--- src/hw/rtl/path_oram_access_controller_defines.svh ---
// Assertion shorthands used by the datapath, which checks its own logic.
// Each use names a label, a condition that starts the check, the condition
// that must then hold, and the message.
`ifndef PATH_ORAM_ACCESS_CONTROLLER_DEFINES_SVH
`define PATH_ORAM_ACCESS_CONTROLLER_DEFINES_SVH

`define POAC_ASSERT_IMPL(lbl, ante, cons, msg) \
  lbl: assert property (@(posedge clk) disable iff (!rst_n) (ante) |-> (cons)) \
    else $error(msg);

`define POAC_ASSERT_NEXT(lbl, ante, cons, msg) \
  lbl: assert property (@(posedge clk) disable iff (!rst_n) (ante) |=> (cons)) \
    else $error(msg);

`endif

--- src/hw/rtl/poac_pkg.sv ---
package poac_pkg;

  localparam int IDX_W     = 10;
  localparam int IDX_SPACE = 1024;
  localparam int WDATA_W   = 64;
  localparam int LEAF_IN_W = 7;
  localparam int IN_TDATA_W  = 88;
  localparam int OUT_TDATA_W = 64;
  localparam int OUT_TUSER_W = 3;

  localparam logic [1:0] STAT_OK      = 2'd0;
  localparam logic [1:0] STAT_BAD_IDX = 2'd1;
  localparam logic [1:0] STAT_OVF     = 2'd2;

  typedef enum logic [3:0] {
    ST_CLEAR,
    ST_IDLE,
    ST_PMAP,
    ST_PATH_ADDR,
    ST_PATH_DATA,
    ST_SCAN,
    ST_SCAN_FIN,
    ST_EVICT,
    ST_DONE
  } state_t;

  typedef struct packed {
    logic clr_step;
    logic accept;
    logic pmap_upd;
    logic path_put;
    logic scan_step;
    logic scan_fin;
    logic ev_step;
    logic out_load;
  } cmd_t;

  typedef struct packed {
    logic clr_last;
    logic bad_in;
    logic path_last;
    logic scan_last;
    logic ev_lvl_end;
    logic ev_lvl_zero;
  } sts_t;

endpackage

--- src/hw/rtl/poac_ctrl.sv ---
module poac_ctrl
  import poac_pkg::*;
(
  input  logic clk,
  input  logic rst_n,
  input  logic in_tvalid,
  output logic in_tready,
  output logic out_tvalid,
  input  logic out_tready,
  input  sts_t sts,
  output cmd_t cmd
);

  state_t state_r, state_nxt;
  logic   out_valid_r, out_valid_nxt;

  always_ff @(posedge clk) begin
    if (!rst_n) begin
      state_r     <= ST_CLEAR;
      out_valid_r <= 1'b0;
    end else begin
      state_r     <= state_nxt;
      out_valid_r <= out_valid_nxt;
    end
  end

  always_comb begin
    state_nxt     = state_r;
    cmd           = '0;
    in_tready     = 1'b0;
    out_valid_nxt = out_valid_r && !out_tready;
    unique case (state_r)
      ST_CLEAR: begin
        cmd.clr_step = 1'b1;
        if (sts.clr_last) state_nxt = ST_IDLE;
      end
      ST_IDLE: begin
        in_tready = 1'b1;
        if (in_tvalid) begin
          cmd.accept = 1'b1;
          state_nxt  = sts.bad_in ? ST_DONE : ST_PMAP;
        end
      end
      ST_PMAP: begin
        cmd.pmap_upd = 1'b1;
        state_nxt    = ST_PATH_ADDR;
      end
      ST_PATH_ADDR: state_nxt = ST_PATH_DATA;
      ST_PATH_DATA: begin
        cmd.path_put = 1'b1;
        state_nxt    = sts.path_last ? ST_SCAN : ST_PATH_ADDR;
      end
      ST_SCAN: begin
        cmd.scan_step = 1'b1;
        if (sts.scan_last) state_nxt = ST_SCAN_FIN;
      end
      ST_SCAN_FIN: begin
        cmd.scan_fin = 1'b1;
        state_nxt    = ST_EVICT;
      end
      ST_EVICT: begin
        cmd.ev_step = 1'b1;
        if (sts.ev_lvl_end && sts.ev_lvl_zero) state_nxt = ST_DONE;
      end
      ST_DONE: begin
        if (!out_valid_r || out_tready) begin
          cmd.out_load  = 1'b1;
          out_valid_nxt = 1'b1;
          state_nxt     = ST_IDLE;
        end
      end
      default: state_nxt = ST_CLEAR;
    endcase
  end

  assign out_tvalid = out_valid_r;

endmodule

--- config.mk ---
export PLATFORM = sky130hd
export DESIGN_NAME = poac_ctrl
export DESIGN_NICKNAME = d
export VERILOG_FILES = /design/src/hw/rtl/path_oram_access_controller_defines.svh /design/src/hw/rtl/poac_pkg.sv /design/src/hw/rtl/poac_ctrl.sv
export SDC_FILE = /design/constraint.sdc
export NUM_CORES = 1
export LEC_CHECK = 0
export ABC_AREA = 0
export BUFFER_PORTS_ARGS = -buffer_cell sky130_fd_sc_hd__buf_2
export CAP_MARGIN = 40
export CORE_AREA = 2 2 39 41
export CTS_BUF_LIST = sky130_fd_sc_hd__clkbuf_8
export DETAILED_ROUTE_END_ITERATION = 12
export DIE_AREA = 0 0 41 43
export PLACE_DENSITY = 0.56
export SLEW_MARGIN = 10
export SYNTH_ARGS = -nofsm -noshare
export SYNTH_HDL_FRONTEND = slang
export SYNTH_SLANG_ARGS = --single-unit
--- constraint.sdc ---
create_clock -name clk -period 2.4 [get_ports clk]
set_clock_uncertainty 0.15 [all_clocks]
set_input_delay 0.24 -clock clk [delete_from_list [all_inputs] [get_ports clk]]
set_output_delay 0.24 -clock clk [all_outputs]
set_load 0.05 [all_outputs]
==> impl_metrics.ini, run 1 <==
[sta]
max-slew-margin-rel_pct = 66.04
setup_viol = 0
post-route-period-util_pct = 86.22
slew_violations = 0
fmax_mhz = 483.2
final-hold-violation-count = 0
worst_pin_slew_ns = 0.5087
rsz0062_at_grt = false
min_period_ns = 2.069
setup-tns-final_ns = 0

[power_and_ir_drop]
peakVddDrop_v = 0.0004134
p_leak_nw = 0.2676
power.density_nw_per_um2 = 709.2

[placed_design]
portBuffers = 19
place.gp.congestion = 0.7056
hpwlAfterDp_um = 687.3
dp.cells = 83

[grt]
antenna_found_initial = 0
grt_first_pass_wirelength_um = 1442
overflow = 0
grt_pass1_vias = 366
grt_max_degree = 18
grt_usage_pct = 12.16

[clocking]
hold_buffers = 0
tritoncts = built
cts_inserted_buffers = 3
post-cts-setup-buffers = 0
cts_buffer_depth = 2
htree_levels = 1
numClockSinks = 5
path_clk_slew_ns = 0.04
clk_latency_ns = 0.22
cts_root_buf = clkbuf_8
cts_resized = 0

[cells_and_area]
nNetsFinal = 82
final_cells = 87
area_growth_pct = 33.43
antenna_cells = 0
drive_gt1_share_pct = 36.62

[hold_path]
whs_path_depth = 2
holdPathEnd = state_r[3]$_SDFFE_PN0P_
holdCritPathClass = input pin to flop
min_from = rst_n

[synthesis]
syn_avg_cell_area_sq_um = 8.133
synth_edf_count = 0
syn_inst = 52
synthArstFlopShare_pct = 0
syn-num-nets = 62
netlist_area_sq_um = 422.9
ys.flop_type = dfxtp_1
yosysSeqAreaShare_pct = 23.67
ys.warnings.count = 0
ys_ff_latch = 5
synth_cell_types = 30

[critical_path]
cp-end-kind = output pin
cpLargestDelayFamily = simple AND/OR/NAND/NOR gates
path_cells = or4b_4 > nor2b_1 > buf_2
reg2reg_depth = 4
critPathMaxStageDelay_ns = 0.63
critPathSlowestCell = or4b_4
worstSetupPathType = flop to output pin
rrSetupSlack_ns = 0.60
timing.rr.start = state_r[0]$_SDFFE_PN0P_
required_ns = 2.01
path_max_fanout = 16
start_kind = flop
cp.buffers_inverters = 1
timing.rr.end = state_r[1]$_SDFFE_PN0P_
critPathArrivalTime_ns = 1.68

[floorplan]
die_area_sq_um = 1763
io_pins = 20
die_h_um = 43
core_sq_um = 1384
core.rowCount = 14
die_width_um = 41
start_util_pct = 30.56

[routing]
drcViolationCount = 0
vias = 439
wirelength_um = 969
antenna_left = 0
wl_per_cell_um = 11.14
dr.pass1.iters = 4
drt-vias-per-instance = 5.046
drt_iter0_drc = 5

[status]
status = complete, no violations

[run]
max_cap_violations = 0
cells in the final DEF (no fill, tap or decap), types with 2 or more instances in the layout:
master,instances
nor3_1,3
buf_2,19
o21ai_0,2
mux2i_1,3
a21oi_1,2
and2_1,2
nor2_1,2
nand2_1,3
nor2b_1,2
nand2b_1,4
nor4b_1,2
dfxtp_1,5
clkbuf_8,3
inv_1,3
report_power, final:
| group | internal (mW) | total, mW | switching, mW | leakage, nW |
|---|---|---|---|---|
| logic | 0.0480 | 0.135 | 0.0871 | 0.200 |
| clock network | 0.109 | 0.149 | 0.0394 | 0.0269 |
| registers | 0.0909 | 0.116 | 0.0253 | 0.0407 |
| total | 0.248 | 0.400 | 0.152 | 0.268 |
worst max-delay path by stage:
stage                                        from      to  slack (ns)  cells past startpoint
after floorplan           state_r[1]$_SDFFE_PN0P_  cmd[5]       -0.31                      2
after global placement    state_r[1]$_SDFFE_PN0P_  cmd[0]        0.57                      3
after detailed placement  state_r[1]$_SDFFE_PN0P_  cmd[0]        0.56                      3
after CTS                 state_r[1]$_SDFFE_PN0P_  cmd[0]        0.33                      3
after global routing      state_r[0]$_SDFFE_PN0P_  cmd[6]        0.18                      4
final                     state_r[1]$_SDFFE_PN0P_  cmd[0]        0.33                      3
synth_stat cells (2+ instances only):
cell | instances | share of area, %
a21oi_1 | 2 | 2.4
clkbuf_1 | 3 | 2.7
nor2_1 | 2 | 1.8
nand2_1 | 3 | 2.7
inv_1 | 2 | 1.8
nor2b_1 | 2 | 3.0
o21ai_0 | 2 | 2.4
mux2i_1 | 3 | 7.1
and2_1 | 2 | 3.0
nor4b_1 | 2 | 4.1
dfxtp_1 | 5 | 24
nand2b_1 | 4 | 5.9
nor3_1 | 3 | 3.5
flip-flops by register name, indices dropped and copies added (netlist names):
register    cells
out_tvalid      1
state_r         4
stage by stage:
| stage | worst slack [ns] | area [sq um] | total power [mW] | util (%) | hold WS, ns |
|---|---|---|---|---|---|
| 3_3_place_gp | 0.5694 | 519.2 | 0.2534 | 37.52 | 0.3948 |
| 6_report | 0.3306 | 564.3 | 0.4002 | 40.78 | 0.1649 |
| 4_1_cts | 0.3284 | 564.3 | 0.4074 | 40.78 | 0.1598 |
| 2_1_floorplan | -0.3102 | 422.9 | 0.2228 | - | 0.2158 |
| 3_5_place_dp | 0.5636 | 519.2 | 0.2527 | 37.52 | 0.3901 |
| 5_1_grt | 0.1808 | 564.3 | 0.4269 | 40.78 | 0.1740 |
cell families (layout without fill, tap and decap cells):
kind of cell / Yosys count / in the layout / share of synthesized area [%]
flip-flops: 5 / 5 / 23.67
multiplexers: 3 / 3 / 7.101
buffers and inverters: 6 / 25 / 6.214
AO/OA/AOI/OAI: 10 / 10 / 17.46
AND/OR/NAND/NOR: 28 / 28 / 45.56
layer usage:
| metal | track usage (%) | part of all wire [%] | vias up |
|---|---|---|---|
| li1 | - | - | 232 |
| met1 | 14.84 | 45 | 196 |
| met2 | 18.75 | 49 | 11 |
| met3 | 6.283 | 6.5 | 0 |
| met4 | 2.000 | 0 | 0 |
| met5 | 0 | 0 | - |
final cells by class:
cell class                 instances  area [sq um]
multi-input combinational         41         296.5
sequential                         5         100.1
inverter                           2         7.507
timing repair buffer              19         95.09
tap                               16         20.02
fill                             154         819.5
clock buffer                       3         41.29
clock inverter                     1         3.754
Power figures use the tool's default switching activity.
==> run 2: changes to the inputs <==
CAP_MARGIN = unset   (was 40)
CELL_PAD_IN_SITES_DETAIL_PLACEMENT = 1   (was unset)
CELL_PAD_IN_SITES_GLOBAL_PLACEMENT = 1   (was unset)
GPL_ROUTABILITY_DRIVEN = 0   (was unset)
PLACE_DENSITY = 0.76   (was 0.56)
==> run 2 against run 1 <==
Maximum frequency down 1.7%. Via count up 6.4%. Clock power about the same. Sequential power about the same. Combinational power is essentially flat. Sequential cell count is the same. Critical path type unchanged.
==> impl_metrics.ini, run 2 (synthesis gave the netlist of run 1 again) <==
[sta]
slew_violations = 0
min_period_ns = 2.104
fmax_mhz = 475.2
rsz0062_at_grt = false
setup-tns-final_ns = 0
max-slew-margin-rel_pct = 62.94
post-route-period-util_pct = 87.69
worst_pin_slew_ns = 0.5551
final-hold-violation-count = 0
setup_viol = 0

[clocking]
cts_inserted_buffers = 3
numClockSinks = 5
tritoncts = built
cts_buffer_depth = 2
htree_levels = 1
clk_latency_ns = 0.22
hold_buffers = 0
cts_resized = 0
post-cts-setup-buffers = 0
path_clk_slew_ns = 0.04
cts_root_buf = clkbuf_8

[routing]
antenna_left = 0
drt-vias-per-instance = 5.368
drcViolationCount = 0
vias = 467
wirelength_um = 1213
wl_per_cell_um = 13.94
drt_iter0_drc = 5
dr.pass1.iters = 4

[grt]
grt_usage_pct = 16.68
grt_first_pass_wirelength_um = 1932
overflow = 0
grt_pass1_vias = 443
grt_max_degree = 18
antenna_found_initial = 0

[floorplan]
core_sq_um = 1384
die_area_sq_um = 1763
core.rowCount = 14
io_pins = 20
die_h_um = 43
start_util_pct = 30.56
die_width_um = 41

[placed_design]
portBuffers = 19
dp.cells = 83
place_area_sq_um = 519.2
hpwlAfterDp_um = 839.8

[critical_path]
critPathArrivalTime_ns = 1.71
worstSetupPathType = flop to output pin
path_max_fanout = 16
cp.buffers_inverters = 1
cp-end-kind = output pin
path_cells = or4b_4 > nor2b_1 > buf_2
critPathSlowestCell = or4b_4
cpLargestDelayFamily = simple AND/OR/NAND/NOR gates
required_ns = 2.01
critPathMaxStageDelay_ns = 0.64
start_kind = flop

[power_and_ir_drop]
power.density_nw_per_um2 = 721.5
p_leak_nw = 0.2676
peakVddDrop_v = 0.0003463
power_uw = 407.1

[cells_and_area]
drive_gt1_share_pct = 36.62
antenna_cells = 0
mostFrequentLayoutCell = buf_2
fillCellCount = 185
nNetsFinal = 82
area_growth_pct = 33.43
largest_reg_flops = 4
utilization_pct = 40.78
fin_area_sq_um = 564.3
layout_common_cells = buf_2 (19), dfxtp_1 (5), nand2b_1 (4)
final_cells = 87
top_register = state_r

[run]
max_cap_violations = 0

[status]
status = complete, no violations

[hold_path]
holdCritPathClass = input pin to flop
[run 2: cell counts in the layout (fill, tap and decap cells not counted)]
Identical to the previous run, type by type.
[run 2: path summary, 6_finish.rpt]
check                          start                 endpoint  slack, ns  cells past startpoint
min reg2reg    out_tvalid$_SDFF_PN0_    out_tvalid$_SDFF_PN0_       0.49                      2
max          state_r[1]$_SDFFE_PN0P_                   cmd[0]       0.30                      3
max reg2reg  state_r[0]$_SDFFE_PN0P_  state_r[1]$_SDFFE_PN0P_       0.56                      4
min                            rst_n  state_r[3]$_SDFFE_PN0P_       0.18                      2
[run 2: area by class of cell]
class	count	area (sq um)	share of cell area, %
tap	16	20.02	3.548
timing repair buffer	19	95.09	16.85
multi-input combinational	41	296.5	52.55
clock buffer	3	41.29	7.317
inverter	2	7.507	1.330
sequential	5	100.1	17.74
clock inverter	1	3.754	0.6652
[run 2: worst register-to-register path, stage by stage, from the launching register on]
cell and delay, ns:
dfxtp_1 0.66, nand2b_1 0.22, nor4b_2 0.34, nor3_2 0.13, a32o_1 0.23
[run 2: power by group]
part	switching (mW)	leakage [nW]	internal [mW]	total, mW
combinational	0.0894	0.200	0.0480	0.137
sequential	0.0276	0.0407	0.0908	0.118
clock	0.0416	0.0269	0.110	0.151
[run 2: through the flow]
step / worst slack [ns] / hold WS (ns)
4_1_cts: 0.2996 / 0.1792
3_5_place_dp: 0.5321 / 0.4078
6_report: 0.2955 / 0.1802
3_3_place_gp: 0.5697 / 0.3996
5_1_grt: 0.1082 / 0.1754
2_1_floorplan: -0.3102 / 0.2158
[run 2: layer usage]
| layer | track usage (%) | up-vias | routed length [um] |
|---|---|---|---|
| li1 | - | 230 | - |
| met1 | 17.10 | 229 | 555 |
| met5 | 0 | - | 0 |
| met2 | 28.75 | 8 | 626 |
| met3 | 4.712 | 0 | 31 |
| met4 | 8.000 | 0 | 0 |
==> run 3: changes to the inputs <==
CORE_AREA = unset   (was 2 2 39 41)
CORE_MARGIN = 2   (was unset)
CORE_UTILIZATION = 32   (was unset)
CTS_BUF_LIST = unset   (was sky130_fd_sc_hd__clkbuf_8)
DIE_AREA = unset   (was 0 0 41 43)
PLACE_DENSITY = 0.77   (was 0.76)
==> run 3 against run 2 <==
Non-clock buffer count unchanged. Setup slack got worse by 0.057 ns. Via count down 2.4%. Critical path depth rose by 1. Power is 14% lower. First-iteration DRC count increased by 100%. Global-route usage fell by 1.5 points. Die area fell by 7.6%. Critical endpoint is now cmd[6]. Highest routed layer unchanged.
==> impl_metrics.ini, run 3 (synthesis gave the netlist of run 1 again) <==
[hold_path]
holdCritPathClass = input pin to flop
holdPathEnd = state_r[3]$_SDFFE_PN0P_
min_from = rst_n
whs_path_depth = 2

[grt]
antenna_found_initial = 0
grt_pass1_vias = 362
grt_max_degree = 18
overflow = 0
grt_usage_pct = 15.20
grt_first_pass_wirelength_um = 1642

[critical_path]
timing.rr.end = state_r[1]$_SDFFE_PN0P_
path_max_fanout = 16
path_cells = nand2b_1 > nor3_1 > and2_1 > buf_2
critPathArrivalTime_ns = 1.77
required_ns = 2.01
cp.buffers_inverters = 1
cpLargestDelayFamily = flip-flops
rrSetupSlack_ns = 0.52
critPathSlowestCell = dfxtp_1
cp-end-kind = output pin
start_kind = flop
critPathMaxStageDelay_ns = 0.65
reg2reg_depth = 4
worstSetupPathType = flop to output pin
timing.rr.start = state_r[0]$_SDFFE_PN0P_

[routing]
antenna_left = 0
vias = 456
wl_per_cell_um = 12.80
drcViolationCount = 0
wirelength_um = 1101
dr.pass1.iters = 3
drt-vias-per-instance = 5.302
drt_iter0_drc = 10

[sta]
final-hold-violation-count = 0
worst_pin_slew_ns = 0.5401
rsz0062_at_grt = false
setup_viol = 0
post-route-period-util_pct = 90.07
min_period_ns = 2.162
timing.hold.ws_ns = 0.1477
max-slew-margin-rel_pct = 63.95
fmax_mhz = 462.6
setup_ws_ns = 0.2384
slew_violations = 0

[status]
status = complete, no violations

[floorplan]
die_width_um = 40.36
die_area_sq_um = 1629
core.rowCount = 13
core_sq_um = 1269
die_h_um = 40.36
start_util_pct = 33.33
io_pins = 20

[clocking]
path_clk_slew_ns = 0.04
clk_latency_ns = 0.24
cts_buffer_depth = 2
hold_buffers = 0
cts_inserted_buffers = 3
tritoncts = built
cts_root_buf = clkbuf_4
post-cts-setup-buffers = 0
htree_levels = 1
cts_resized = 0
numClockSinks = 5

[cells_and_area]
largest_reg_flops = 4
layout_common_cells = buf_2 (19), dfxtp_1 (5), nand2b_1 (4)
fillCellCount = 163
area_growth_pct = 28.70
drive_gt1_share_pct = 36.62
antenna_cells = 0
nNetsFinal = 82
mostFrequentLayoutCell = buf_2
top_register = state_r
final_cells = 86

[power_and_ir_drop]
peakVddDrop_v = 0.0003770
p_clk_share_pct = 26.9
p_sw_uw = 148.4
power.density_nw_per_um2 = 642.4
intPower_uw = 201.3
power_uw = 349.6
pwr-share-comb_pct = 39.6
seqPwrFrac_pct = 33.5
p_leak_nw = 0.2557
swShare_pct = 42.43

[placed_design]
dp.cells = 82
dpl_worst_slack_ns = 0.5044
portBuffers = 19
hpwlAfterDp_um = 813.8

[run]
max_cap_violations = 0
## run 3: changes by cell type in the layout (fill, tap and decap cells not counted), sizes merged
cell    previous run  this run
inv                3         2
clkbuf             3         4
## run 3: per-layer routing
metal | track usage (%) | up-vias | part of all wire (%)
met5 | 0 | - | 0
met4 | 0 | 0 | 0
met3 | 5.000 | 0 | 1.9
met2 | 27.38 | 6 | 52
met1 | 18.39 | 216 | 46
li1 | - | 234 | -
## run 3: cell type report
class                      count  area [sq um]  area share, %
multi-input combinational     41         296.5          54.48
sequential                     5         100.1          18.39
timing repair buffer          19         95.09          17.47
clock buffer                   4         26.28          4.828
tap                           15         18.77          3.448
inverter                       2         7.507          1.379
## run 3: through the flow
step,instance area (sq um),setup TNS [ns],util (%)
2_1_floorplan,422.9,-0.9575,-
3_3_place_gp,518.0,0,40.83
3_5_place_dp,518.0,0,40.83
4_1_cts,544.3,0,42.90
5_1_grt,544.3,0,42.90
6_report,544.3,0,42.90
## run 3: how the worst max path moves through the flow
stage | from | endpoint | slack [ns] | depth (start not counted)
final | state_r[0]$_SDFFE_PN0P_ | cmd[6] | 0.24 | 4
after global placement | state_r[1]$_SDFFE_PN0P_ | cmd[0] | 0.56 | 3
after global routing | state_r[0]$_SDFFE_PN0P_ | cmd[6] | 0.06 | 4
after floorplan | state_r[1]$_SDFFE_PN0P_ | cmd[5] | -0.31 | 2
after CTS | state_r[0]$_SDFFE_PN0P_ | cmd[6] | 0.23 | 4
after detailed placement | state_r[0]$_SDFFE_PN0P_ | cmd[6] | 0.50 | 4
## run 3: power groups by stage
stage | Clock, mW | Sequential, mW | Combinational, mW
finish | 0.0942 | 0.117 | 0.138
global route | 0.103 | 0.120 | 0.147
CTS | 0.0987 | 0.117 | 0.140
detailed placement | 0 | 0.118 | 0.139
global placement | 0 | 0.118 | 0.136
floorplan | 0 | 0.102 | 0.121
